$ cat config.mk
export PLATFORM = sky130hd
export DESIGN_NAME = qrs_front
export DESIGN_NICKNAME = d
export VERILOG_FILES = /design/src/rtl/qrs_pkg.sv /design/src/rtl/qrs_front.sv
export SDC_FILE = /design/constraint.sdc
export NUM_CORES = 2
export LEC_CHECK = 0
export ABC_AREA = 1
export BUFFER_PORTS_ARGS = -buffer_cell sky130_fd_sc_hd__buf_2
export CELL_PAD_IN_SITES_DETAIL_PLACEMENT = 1
export CELL_PAD_IN_SITES_GLOBAL_PLACEMENT = 1
export CORE_UTILIZATION = 53
export CTS_CLUSTER_SIZE = 30
export DETAILED_ROUTE_END_ITERATION = 16
export PLACE_DENSITY = 0.95
export SYNTH_ARGS = -nofsm -noshare
export SYNTH_HDL_FRONTEND = slang
export SYNTH_SLANG_ARGS = --single-unit
$ cat constraint.sdc
create_clock -name clk -period 21.2 [get_ports clk]
set_clock_uncertainty 0.2 [all_clocks]
set_input_delay 6.36 -clock clk [delete_from_list [all_inputs] [get_ports clk]]
set_output_delay 6.36 -clock clk [all_outputs]
set_load 0.05 [all_outputs]
$ cat src/rtl/qrs_pkg.sv
`default_nettype none
// ----------------------------------------------------------------------------
// qrs_pkg: shared constants for the quadratic root solver
// Status codes and default widths.
// ----------------------------------------------------------------------------
package qrs_pkg;
    localparam int COEFF_BITS_DEF = 16;
    localparam int ROOT_BITS_DEF  = 32;
    localparam logic [1:0] ST_OK   = 2'd0;
    localparam logic [1:0] ST_AZERO = 2'd1;
    localparam logic [1:0] ST_IMAG = 2'd2;
endpackage
`default_nettype wire

$ cat src/rtl/qrs_front.sv
`default_nettype none
// ----------------------------------------------------------------------------
// qrs_front: coefficient intake and classification
// Registers a beat, forms b*b and 4ac, then the discriminant and status.
// Fully pipelined, one beat per cycle unless stalled; stalls as a whole.
// ----------------------------------------------------------------------------
module qrs_front #(
    parameter int COEFF_BITS = qrs_pkg::COEFF_BITS_DEF
) (
    input  wire logic                          clk,
    input  wire logic                          rst_n,
    input  wire logic                          in_valid,
    output logic                               in_stall,
    input  wire logic signed [COEFF_BITS-1:0]  a_in,
    input  wire logic signed [COEFF_BITS-1:0]  b_in,
    input  wire logic signed [COEFF_BITS-1:0]  c_in,
    input  wire logic [1:0]                    op_in,
    output logic                               out_valid,
    input  wire logic                          out_stall,
    output logic [1:0]                         out_status,
    output logic [1:0]                         out_op,
    output logic signed [COEFF_BITS-1:0]       out_a,
    output logic signed [COEFF_BITS-1:0]       out_b,
    output logic [2*COEFF_BITS+1:0]            out_disc
);
    localparam int PW = 2 * COEFF_BITS + 3;
    logic v1_reg, v2_reg;
    logic signed [COEFF_BITS-1:0] a1_reg, b1_reg, c1_reg, a2_reg, b2_reg;
    logic [1:0] op1_reg, op2_reg;
    logic signed [PW-1:0] bb_reg, ac4_reg, disc;
    logic [1:0] st2;
    logic adv;

    assign adv = !(out_valid && out_stall);
    assign in_stall = !adv;
    assign disc = bb_reg - ac4_reg;

    always_ff @(posedge clk or negedge rst_n)
    begin
        if (!rst_n)
        begin
            v1_reg <= 1'b0;
            v2_reg <= 1'b0;
        end
        else if (adv)
        begin
            v1_reg <= in_valid;
            v2_reg <= v1_reg;
        end
    end

    always_ff @(posedge clk)
    begin
        if (adv)
        begin
            a1_reg <= a_in;
            b1_reg <= b_in;
            c1_reg <= c_in;
            op1_reg <= op_in;
            a2_reg <= a1_reg;
            b2_reg <= b1_reg;
            op2_reg <= op1_reg;
            bb_reg <= PW'(b1_reg * b1_reg);
            ac4_reg <= PW'(a1_reg * c1_reg) <<< 2;
        end
    end

    always_comb
    begin
        priority if (a2_reg == '0)
            st2 = qrs_pkg::ST_AZERO;
        else if (disc[PW-1])
            st2 = qrs_pkg::ST_IMAG;
        else
            st2 = qrs_pkg::ST_OK;
    end

    assign out_valid  = v2_reg;
    assign out_status = st2;
    assign out_op     = op2_reg;
    assign out_a      = a2_reg;
    assign out_b      = b2_reg;
    assign out_disc   = disc[PW-2:0];
endmodule
`default_nettype wire

==> impl_metrics.xml <==
<?xml version="1.0" encoding="UTF-8"?>
<metrics>
  <group name="setup_path">
    <metric name="worst_setup_path_start_kind" unit="">primary input</metric>
    <metric name="worst-path-max-fanout" unit="">38</metric>
    <metric name="cp.required" unit="ps">14640</metric>
    <metric name="worst-r2r-setup-slack" unit="ps">13740</metric>
    <metric name="crit-reg2reg-launch" unit="">b1_reg[15]$_DFFE_PN_</metric>
    <metric name="worst_setup_path_category" unit="">primary input to primary output</metric>
    <metric name="worst_ep_arrival_time" unit="ps">7210</metric>
    <metric name="rr_endpoint" unit="">bb_reg[24]$_DFFE_PN_</metric>
    <metric name="worstSetupEndpoint" unit="">in_stall</metric>
    <metric name="critical_path.endpoint_type" unit="">primary output</metric>
    <metric name="cp-startpoint" unit="">out_stall</metric>
    <metric name="worst_r2r_path_depth" unit="">19</metric>
  </group>
  <group name="worst_hold_path">
    <metric name="holdPathStages" unit="">0</metric>
    <metric name="hold_path.class" unit="">register to register</metric>
  </group>
  <group name="final_layout">
    <metric name="fillerInstances" unit="">6082</metric>
    <metric name="largest_register_ff_count" unit="">32</metric>
    <metric name="final_core_util" unit="%">57.3</metric>
    <metric name="fraction_of_layout_instances_using_a_drive_strength_above_1" unit="%">6.48</metric>
    <metric name="final_common_cell" unit="">inv_1</metric>
    <metric name="areaGrowthSynthToFinish" unit="%">6.70</metric>
    <metric name="multiInputGateArea" unit="mm²">0.0186</metric>
    <metric name="finalNetCount" unit="">4032</metric>
    <metric name="layout.cells.most_common_list" unit="">938 x inv_1, 745 x nand2_1, 497 x fa_1</metric>
    <metric name="sequential_cell_area" unit="mm²">0.00443</metric>
  </group>
  <group name="sta">
    <metric name="finalSetupViolations" unit="">0</metric>
    <metric name="layout_setup_ws" unit="ps">7430</metric>
    <metric name="tightest_slew" unit="ps">996</metric>
    <metric name="final.setup.tns" unit="ps">0</metric>
    <metric name="grt_setup_unrepaired" unit="">false</metric>
    <metric name="finalCritPeriodShare" unit="%">64.9</metric>
    <metric name="max_freq" unit="GHz">0.0726</metric>
    <metric name="timing_hold_violations_final" unit="">0</metric>
    <metric name="finalMaxSlewViolations" unit="">0</metric>
    <metric name="hold_ws" unit="ps">221</metric>
    <metric name="timing.slew.headroom" unit="%">33.6</metric>
    <metric name="finalWorstPathRequiredPeriod" unit="ps">13770</metric>
  </group>
  <group name="placed_design">
    <metric name="pre_cts_ws" unit="ps">7410</metric>
    <metric name="total_of_buffers_placed_on_input_and_output_ports" unit="">124</metric>
    <metric name="place_congestion" unit="">0.963</metric>
    <metric name="detailed_place_hpwl" unit="µm">75300</metric>
  </group>
  <group name="global_routing">
    <metric name="grt_first_pass_wirelength" unit="µm">158000</metric>
    <metric name="overflow" unit="">0</metric>
    <metric name="first_global_vias" unit="">27100</metric>
    <metric name="grt_start_max_net_pins" unit="">66</metric>
    <metric name="combined_global_route_utilization_of_all_metal_layers" unit="%">42.5</metric>
    <metric name="initial_antenna_violation_count" unit="">5</metric>
  </group>
  <group name="yosys">
    <metric name="edff_count_synth" unit="">146</metric>
    <metric name="postSynthNetCount" unit="">3963</metric>
    <metric name="post_synth_num_cell_types" unit="">41</metric>
    <metric name="synth_ff_type" unit="">edfxtp_1</metric>
    <metric name="yosys_warnings" unit="">0</metric>
    <metric name="syn_avg_cell_area" unit="µm²">8.39</metric>
    <metric name="ys_seq_elements" unit="">148</metric>
    <metric name="syn_inst" unit="">3207</metric>
    <metric name="synthArstFlopShare" unit="%">1.35</metric>
    <metric name="yosysSeqAreaShare" unit="%">16.5</metric>
    <metric name="mappedNetlistArea" unit="mm²">0.0269</metric>
  </group>
  <group name="floorplanning">
    <metric name="die_height" unit="µm">227</metric>
    <metric name="core_box_area" unit="mm²">0.0501</metric>
    <metric name="pin_count" unit="">126</metric>
    <metric name="die_w" unit="µm">227</metric>
    <metric name="floorplan.rows" unit="">82</metric>
    <metric name="floorplan.die_area" unit="mm²">0.0516</metric>
    <metric name="initial_core_util" unit="%">53.7</metric>
  </group>
  <group name="routing">
    <metric name="dr.first_iter.drc_count" unit="">2681</metric>
    <metric name="remaining_drc_errors" unit="">0</metric>
    <metric name="firstDrtPassIters" unit="">6</metric>
    <metric name="total_number_of_vias" unit="">23900</metric>
    <metric name="avgViaCountPerCell" unit="">6.04</metric>
    <metric name="route.detailed.wl_per_inst" unit="µm">26.4</metric>
    <metric name="routed_wirelength" unit="µm">105000</metric>
    <metric name="detail-route-antenna-nets" unit="">0</metric>
  </group>
  <group name="job">
    <metric name="max-cap-violations" unit="">0</metric>
  </group>
  <group name="clocking">
    <metric name="cts_buffers" unit="">17</metric>
    <metric name="clock-sinks" unit="">148</metric>
    <metric name="root_buffer" unit="">clkbuf_16</metric>
    <metric name="clkTransAtPathRegs" unit="ps">70</metric>
    <metric name="tritoncts" unit="">built</metric>
    <metric name="clock_tree.htree_level_count" unit="">4</metric>
    <metric name="worstSkewPairLatency" unit="ps">530</metric>
    <metric name="ctsResizeCount" unit="">0</metric>
    <metric name="postCtsSetupBuffers" unit="">0</metric>
    <metric name="cts_hold_buf" unit="">0</metric>
    <metric name="cts_buffer_depth" unit="">2</metric>
  </group>
  <group name="run_status">
    <metric name="result_of_the_run" unit="">finished clean</metric>
  </group>
</metrics>
## through the flow
step / area (µm²) / instances
floorplan: 26900 / 3207
global placement: 28100 / 3929
detailed placement: 28100 / 3929
CTS: 28700 / 3961
global route: 28700 / 3961
finish: 28700 / 3962
## synth_stat cells, drive strengths merged, types with 2 or more instances
library cell | instances | share of area (%)
o21a | 6 | 0.17
xor2 | 64 | 2.1
nand2 | 760 | 11
ha | 205 | 9.5
xnor2 | 13 | 0.42
inv | 938 | 13
dfrtp | 2 | 0.19
nor2 | 148 | 2.1
nand3 | 86 | 1.6
a21oi | 93 | 1.8
fa | 497 | 37
a31o | 2 | 0.065
a21boi | 2 | 0.056
a21o | 11 | 0.31
o21bai | 12 | 0.34
nor4 | 11 | 0.26
edfxtp | 146 | 16
nand4 | 23 | 0.54
or2 | 10 | 0.23
clkbuf | 87 | 1.2
nor3 | 23 | 0.52
buf | 4 | 0.098
o211ai | 4 | 0.13
o21ai | 49 | 0.94
nand3b | 6 | 0.17
## worst min-delay path by stage
stage                          from             endpoint
2_1_floorplan  op1_reg[0]$_DFFE_PN_  out_op[0]$_DFFE_PN_
3_3_place_gp   op1_reg[1]$_DFFE_PN_  out_op[1]$_DFFE_PN_
3_5_place_dp   op1_reg[0]$_DFFE_PN_  out_op[0]$_DFFE_PN_
4_1_cts        op1_reg[0]$_DFFE_PN_  out_op[0]$_DFFE_PN_
5_1_grt        op1_reg[1]$_DFFE_PN_  out_op[1]$_DFFE_PN_
6_report       op1_reg[0]$_DFFE_PN_  out_op[0]$_DFFE_PN_
## layer usage
metal / track usage [%] / share of wire (%) / vias up
met5: 1.42 / 0.11 / -
met4: 33.3 / 8.9 / 6
met3: 14.8 / 11 / 710
met2: 66.8 / 47 / 1795
met1: 47.2 / 33 / 11900
li1: - / - / 9525
## kinds of logic (layout without fill, tap and decap cells)
kind of cell,Yosys count,in the layout,synth area share (%)
simple gates,1069,1069,16.2
xor+xnor,77,77,2.51
buf+inv,1030,1112,14.4
flops,148,148,16.5
fa+ha+maj,702,702,46.5
compound gates,180,180,3.81
other cells,1,2,0.0139
## final cells by class
class	count	area share, %
tap	672	2.93
timing repair buffer	141	2.61
clock inverter	15	0.458
sequential	148	15.5
inverter	939	12.3
multi-input combinational	2029	64.8
antenna	1	0.00872
clock buffer	17	1.48
## worst max-delay path: stages
cell and delay (ps):
buf_2 110, nand2_4 410, inv_1 80, buf_2 230
Power is left out: the tool's default activity adds up to more than one toggle a clock period on the data nets, which glitch-free logic cannot reach.
