## src/rtl/qrs_queue.sv

```systemverilog
`default_nettype none
// ----------------------------------------------------------------------------
// qrs_queue: small beat queue between front and back
// Four-entry register FIFO; stall asserted when full.
// ----------------------------------------------------------------------------
module qrs_queue #(
    parameter int W = 8
) (
    input  wire logic         clk,
    input  wire logic         rst_n,
    input  wire logic         in_valid,
    output logic              in_stall,
    input  wire logic [W-1:0] in_data,
    output logic              out_valid,
    input  wire logic         out_stall,
    output logic [W-1:0]      out_data
);
    logic [W-1:0] mem_reg [4];
    logic [1:0] wp_reg, rp_reg;
    logic [2:0] cnt_reg;
    logic wr, rd;

    assign in_stall  = cnt_reg[2];
    assign out_valid = cnt_reg != 3'd0;
    assign wr = in_valid && !in_stall;
    assign rd = out_valid && !out_stall;
    assign out_data = mem_reg[rp_reg];

    always_ff @(posedge clk or negedge rst_n)
    begin
        if (!rst_n)
        begin
            wp_reg <= '0;
            rp_reg <= '0;
            cnt_reg <= '0;
        end
        else
        begin
            if (wr)
                wp_reg <= wp_reg + 2'd1;
            if (rd)
                rp_reg <= rp_reg + 2'd1;
            cnt_reg <= cnt_reg + {2'b0, wr} - {2'b0, rd};
        end
    end

    always_ff @(posedge clk)
    begin
        if (wr)
            mem_reg[wp_reg] <= in_data;
    end
endmodule
`default_nettype wire

```

## config.mk

```make
export PLATFORM = sky130hd
export DESIGN_NAME = qrs_queue
export DESIGN_NICKNAME = d
export VERILOG_FILES = /design/src/rtl/qrs_queue.sv
export SDC_FILE = /design/constraint.sdc
export NUM_CORES = 1
export LEC_CHECK = 0
export BUFFER_PORTS_ARGS = -buffer_cell sky130_fd_sc_hd__buf_2
export CORE_ASPECT_RATIO = 0.6
export CORE_MARGIN = 2
export CORE_UTILIZATION = 52
export CTS_BUF_LIST = sky130_fd_sc_hd__clkbuf_8
export DETAILED_ROUTE_END_ITERATION = 8
export PLACE_DENSITY_LB_ADDON = 0.15
export SYNTH_ARGS = -nofsm -noshare
export SYNTH_HDL_FRONTEND = slang
export SYNTH_SLANG_ARGS = --single-unit
```

## constraint.sdc

```tcl
create_clock -name clk -period 2.1 [get_ports clk]
set_clock_uncertainty 0.15 [all_clocks]
set_input_delay 0.525 -clock clk [delete_from_list [all_inputs] [get_ports clk]]
set_output_delay 0.525 -clock clk [all_outputs]
set_load 0.01 [all_outputs]
```

==> summary.md, run 1 <==
| Metric | Value |
|---|---|
| CTS Sinks | `39` |
| Clock Path Buffers | `2` |
| Rel. slew slack | `around 69%` |
| Largest net degree at the start of global routing | `13` |
| Setup Viol. Count Final | `9` |
| Worst Path Class, Setup | `reg -> out` |
| Register area | `0.00114 sq mm` |
| Wire length of the first global-routing pass | `about 3.7 mm` |
| Num CTS Buffers | `5` |
| Leak | `0.000764 uW` |
| Initial Util | `54.4%` |
| Top Ports | `22` |
| Synth Register Bits | `39` |
| Worst-Skew Late Latency | `~290 ps` |
| Synth warn | `0` |
| DR iter-0 viols | `80` |
| Cell area after synthesis | `around 0.0016 sq mm` |
| Final hold viol count | `0` |
| Total track usage | `between 15 and 20%` |
| P_sw | `797 uW` |
| Detailed placement HPWL | `roughly 1.8 mm` |
| Die Ht | `46.5 um` |
| Worst endpoint required time | `1420 ps` |
| Syn Inst Count | `slightly below 80` |
| CP arrival | `between 1000 and 1500 ps` |
| Util after Layout | `68.5%` |
| Max reg flops | `32` |
| Syn Nets | `around 100` |
| Die ar. | `between 0.003 and 0.004 sq mm` |
| Yosys cell types | `18` |
| Fin Hold WS | `294 ps` |
| Combinational share of power | `33.8%` |
| Minimum clock period | `~2200 ps` |
| Internal | `between 2000 and 2500 uW` |
| Area grow syn2layout | `25.9%` |
| Design Area, Final | `roughly 0.002 sq mm` |
| Initial antenna violation count | `0` |
| Failing checks | `negative setup slack` |
| First-pass DRT Iterations | `4` |
| RSZ-0062 raised after global routing | `yes` |
| CTS tree | `done` |
| DR vias | `roughly 760` |
| Synth Flop Type | `edfxtp_1` |
| Asr flop ratio synth | `17.9%` |
| Clock root buffer | `clkbuf_8` |
| Drt total wl | `roughly 2.7 mm` |
| Worst-path maximum fanout | `6` |
| Critical path's slowest cell | `mux4_2` |
| DIE WIDTH | `approximately 75 um` |
| Max Slew Vio Count | `0` |
| ANT nets after route | `0` |
| Crit start category | `flip-flop` |
| Maxcap violations | `0` |
| Area of the multi-input gates | `roughly 400 sq um` |
| Fin crit share | `103%` |
| Area after DPL | `roughly 0.0018 sq mm` |
| Sw frac | `roughly 28%` |
| Gpl congestion | `just under 0.7` |
| Peak supply drop | `between 0.9 and 1 mV` |
| Setup TNS Final | `-388 ps` |
| Fillers | `between 150 and 200` |
| Status | `finished with violations` |
| Crit-path cells | `buf_12, mux4_2, buf_6` |
| Worst-Margin Slew | `469 ps` |
| PnR worst setup slack | `-66.6 ps` |
| Fraction of layout cells with a size suffix above 1 | `about 45%` |
| CP endpoint kind | `primary output` |
| Port Buf Inserts | `21` |
| Final nets | `134` |
| Deepest level of the CTS H-tree | `2` |
| Residual DRC | `0` |
| Worst hold path class | `in -> reg` |
| CP bufs+invs | `2` |
| Crit path max-delay family | `multiplexers` |
| Max incr delay on CP | `520 ps` |
| Placement row count | `15` |
| FMAX | `462 MHz` |
| Post-synth EDFFs | `32` |
| Power density cells | `1430 mW/mm^2` |
| Register area share after synthesis | `72.7%` |
| Sequential share of power | `about two fifths` |
| Post-placement setup slack | `-156 ps` |
| Avg WL per Cell | `about 17 um` |
| Vias in the first global route | `between 700 and 800` |
| Diodes inserted | `0` |
| Total grt overflow | `0` |
| Via-to-Cell Ratio | `roughly 4.8` |
| Clock share of power | `26.0%` |
| Core region area | `around 0.0029 sq mm` |
| Reg clk slew, reported paths | `about 80 ps` |
| Syn_area_per_cell | `a little under 20 sq um` |
==> cells in the mapped netlist, drive strengths merged (2+ instances only) <==
master / count / area, sq um
and2: 4 / 25.0
clkbuf: 2 / 8.75
dfrtp: 7 / 175
edfxtp: 32 / 961
ha: 6 / 75.1
inv: 7 / 26.3
mux4: 8 / 180
xnor2: 3 / 26.3
xor2: 2 / 17.5
==> power by group through the flow <==
stage	logic, uW	registers [uW]	clock network (uW)
4_1_cts	920	1120	734
3_5_place_dp	845	1130	0
3_3_place_gp	830	1130	0
6_report	948	1130	729
5_1_grt	1050	1150	774
2_1_floorplan	577	1090	0
==> cells by family after synthesis <==
| logic type | count (synthesis) | synth area share, % |
|---|---|---|
| AO/OA/AOI/OAI | 1 | 0.320 |
| XOR/XNOR | 5 | 2.80 |
| adder cells (fa/ha/maj) | 7 | 6.08 |
| buffers and inverters | 10 | 2.96 |
| flip-flops | 39 | 72.7 |
| multiplexers | 8 | 11.5 |
| AND/OR/NAND/NOR | 9 | 3.60 |
==> layout make-up <==
type,instances,share of cell area [%]
repair buffers,32,10.9
clock buffers,5,3.50
well taps,42,2.67
inverters,7,1.34
multi-input cells,30,20.5
flip-flops and latches,39,57.8
clock inverters,3,3.24
==> cell usage in the layout, fill, tap and decap left out, drive strengths merged <==
cell,netlist,final
xor2,2,2
buf,1,31
bufinv,0,2
ha,6,6
dlygate4sd3,0,1
mux4,8,8
xnor2,3,3
nor2,1,1
edfxtp,32,32
nand2,1,1
dfrtp,7,7
nor3,1,1
o21ai,1,1
and2,4,4
clkbuf,2,5
fa,1,1
nor3b,1,1
nor2b,1,1
inv,7,8
==> layer usage <==
metal	wire length [um]	track usage (%)	up-vias
met2	1240	24.8	21
li1	-	-	362
met3	144	6.13	5
met4	44	9.64	0
met1	1240	22.5	371
met5	0	0	-
==> stage by stage <==
step	std cells	total power (uW)
after floorplan	79	1660
after global placement	146	1960
after detailed placement	146	1980
after CTS	158	2770
after global routing	158	2970
final	158	2810
==> timing repair <==
item / in CTS / in global routing
setup buffers: 3 / 1
setup endpoints to repair: 9 / 11
hold buffers: 1 / 0
hold endpoints to repair: 7 / 0
gates resized for setup: 2 / 4
pin swaps: 1 / 3
==> worst reg2reg max path: stages (launching register included) <==
cell	delay, ps
dfrtp_2	440
nor3_4	210
nor2_2	70
ha_1	260
inv_1	60
ha_1	130
inv_1	50
fa_2	350
xnor2_2	140
xnor2_1	120
==> worst paths after layout <==
check	slack (ps)	depth (start not counted)	startpoint	end
setup / recovery	-70	3	rp_reg[0]$_DFFE_PN0P_	out_data[3]
hold / removal	290	1	in_data[3]	mem_reg[2][3]$_DFFE_PP_
setup reg to reg	0	9	cnt_reg[2]$_DFF_PN0_	cnt_reg[2]$_DFF_PN0_
hold reg to reg	420	1	cnt_reg[0]$_DFF_PN0_	cnt_reg[0]$_DFF_PN0_
max in group asynchronous	1180	2	rst_n	cnt_reg[2]$_DFF_PN0_
min in group asynchronous	440	2	rst_n	rp_reg[0]$_DFFE_PN0P_
(Power assumes the default switching activity.)
==> run 2: changes to the inputs <==
--- a/config.mk
+++ b/config.mk
@@ -11,7 +11,7 @@
 export CORE_UTILIZATION = 52
 export CTS_BUF_LIST = sky130_fd_sc_hd__clkbuf_8
 export DETAILED_ROUTE_END_ITERATION = 8
-export PLACE_DENSITY_LB_ADDON = 0.15
+export PLACE_DENSITY = 0.77
 export SYNTH_ARGS = -nofsm -noshare
 export SYNTH_HDL_FRONTEND = slang
 export SYNTH_SLANG_ARGS = --single-unit
==> run 2 against run 1 <==
Net effect:
- the run still ends with negative setup slack left
- sequential cell count unchanged
- clock power shrank 36%
- global-route usage increased by 1.3 points
- largest power group unchanged
==> summary.md, run 2 (synthesized netlist as in run 1, its figures left out) <==
| Metric | Value |
|---|---|
| Combinational share of power | `between 30 and 40%` |
| Num CTS Buffers | `5` |
| Largest net degree at the start of global routing | `12` |
| Reg clk slew, reported paths | `roughly 70 ps` |
| Fillers | `between 200 and 250` |
| Sw frac | `between 30 and 40%` |
| Setup TNS Final | `-344 ps` |
| Wire length of the first global-routing pass | `~4.0 mm` |
| Post-placement setup slack | `-212 ps` |
| Area grow syn2layout | `23.6%` |
| First-pass DRT Iterations | `4` |
| Total grt overflow | `0` |
| Worst endpoint required time | `2130 ps` |
| Via-to-Cell Ratio | `4.99` |
| Final Non-Filler Cells | `about 160` |
| Detailed placement HPWL | `~1.8 mm` |
| Peak supply drop | `between 0.7 and 0.8 mV` |
| Status | `finished with violations` |
| Placement row count | `15` |
| P_sw | `815 uW` |
| Total track usage | `18.3%` |
| Worst-Skew Late Latency | `290 ps` |
| Internal | `about 1800 uW` |
| Rel. slew slack | `69.3%` |
| Max reg flops | `32` |
| Commonest non-fill, non-tap cells in the layout | `edfxtp_1 (32), buf_2 (17), buf_4 (9), mux4_2 (8), dfrtp_1 (7)` |
| Power density cells | `between 1000 and 1500 mW/mm^2` |
| Failing checks | `negative setup slack` |
| ANT nets after route | `0` |
| Deepest level of the CTS H-tree | `2` |
| FMAX | `459 MHz` |
| Max incr delay on CP | `approximately 460 ps` |
| Commonest non-fill, non-tap cell in the layout | `edfxtp_1` |
| Worst-Margin Slew | `between 400 and 500 ps` |
| Maxcap violations | `0` |
| CP endpoint kind | `flip-flop` |
| DR vias | `a little under 800` |
| Fin crit share | `104%` |
| CTS Sinks | `39` |
| Diodes inserted | `0` |
| Initial Util | `between 50 and 60%` |
| Top Ports | `22` |
| Max Slew Vio Count | `0` |
| Leak | `0.000742 uW` |
| Fin Hold WS | `just under 300 ps` |
| DR iter-0 viols | `27` |
| Crit start category | `flip-flop` |
| Avg WL per Cell | `17.5 um` |
| Final hold viol count | `0` |
| Clock share of power | `~18%` |
| Drt total wl | `2.76 mm` |
| CP arrival | `2210 ps` |
| Setup Viol. Count Final | `9` |
| CTS tree | `done` |
| Initial antenna violation count | `0` |
| Final nets | `approximately 140` |
| Residual DRC | `0` |
| Worst Path Class, Setup | `reg -> reg` |
| Util after Layout | `around two thirds` |
| Critical path's slowest cell | `dfrtp_1` |
| Core region area | `0.00287 sq mm` |
| Sequential share of power | `43.2%` |
| Most frequent CP cell | `inv_1` |
| Worst hold path class | `in -> reg` |
| CP bufs+invs | `3` |
| Dpl cells | `146` |
| Port Buf Inserts | `21` |
| Minimum clock period | `approximately 2200 ps` |
| Clock root buffer | `clkbuf_8` |
| Worst-path maximum fanout | `4` |
| Clock Path Buffers | `2` |
| PnR worst setup slack | `-79.7 ps` |
| Gpl congestion | `roughly 0.75` |
| DIE WIDTH | `74.8 um` |
| RSZ-0062 raised after global routing | `yes` |
| Vias in the first global route | `roughly 820` |
| Crit-path cells | `nor2b_2, inv_1, ha_1, inv_1, ha_2, inv_2, fa_2, xnor2_2, xnor2_1` |
| Fraction of layout cells with a size suffix above 1 | `between 40% and 50%` |
| Die ar. | `~0.0035 sq mm` |
| Die Ht | `46.5 um` |
| Crit path max-delay family | `adder cells` |
run 2: worst paths after layout:
| path | start | to | slack [ps] | cells past startpoint |
|---|---|---|---|---|
| setup / recovery | cnt_reg[2]$_DFF_PN0_ | cnt_reg[2]$_DFF_PN0_ | -80 | 9 |
| hold / removal | in_data[2] | mem_reg[1][2]$_DFFE_PP_ | 300 | 1 |
| setup reg to reg | cnt_reg[2]$_DFF_PN0_ | cnt_reg[2]$_DFF_PN0_ | -80 | 9 |
| hold reg to reg | cnt_reg[1]$_DFF_PN0_ | cnt_reg[2]$_DFF_PN0_ | 490 | 2 |
| max in group asynchronous | rst_n | rp_reg[1]$_DFFE_PN0P_ | 1190 | 2 |
| min in group asynchronous | rst_n | wp_reg[0]$_DFFE_PN0P_ | 440 | 2 |
run 2: per-layer routing:
layer	share of wire, %	track usage [%]	wire [um]
met1	43	21.0	1190
met2	48	28.0	1330
met3	5.5	8.32	152
met4	3.3	12.5	92
met5	0	0	0
run 2: repair_timing:
action	in CTS	in global routing
gates resized for setup	3	10
buffers inserted	3	1
pin swaps	1	2
hold endpoints to repair	7	0
setup endpoints to repair	9	10
hold buffers	1	0
run 2: power groups by stage:
| stage | Clock (uW) | Sequential, uW | Combinational, uW |
|---|---|---|---|
| floorplan | 0 | 1090 | 577 |
| global placement | 0 | 1120 | 788 |
| detailed placement | 0 | 1130 | 843 |
| CTS | 472 | 1110 | 932 |
| global route | 505 | 1150 | 1110 |
| finish | 470 | 1130 | 1020 |
run 2: cell type report:
cell class                 instances  area [sq um]  area share, %
inverter                           7          26.3           1.36
clock inverter                     2          8.76          0.453
multi-input combinational         30           409           21.2
sequential                        39          1140           58.8
clock buffer                       5          68.8           3.56
tap                               42          52.6           2.72
timing repair buffer              33           230           11.9
run 2: metrics by stage:
stage	power, uW	cell area, sq um
2_1_floorplan	1660	1570
3_3_place_gp	1910	1760
3_5_place_dp	1970	1760
4_1_cts	2520	1890
5_1_grt	2760	1930
6_report	2620	1930
run 2: worst reg2reg max path, stage by stage, from the launching register on:
cell and delay (ps):
dfrtp_1 460, nor2b_2 180, inv_1 70, ha_1 300
inv_1 70, ha_2 170, inv_2 40, fa_2 350
xnor2_2 150, xnor2_1 120
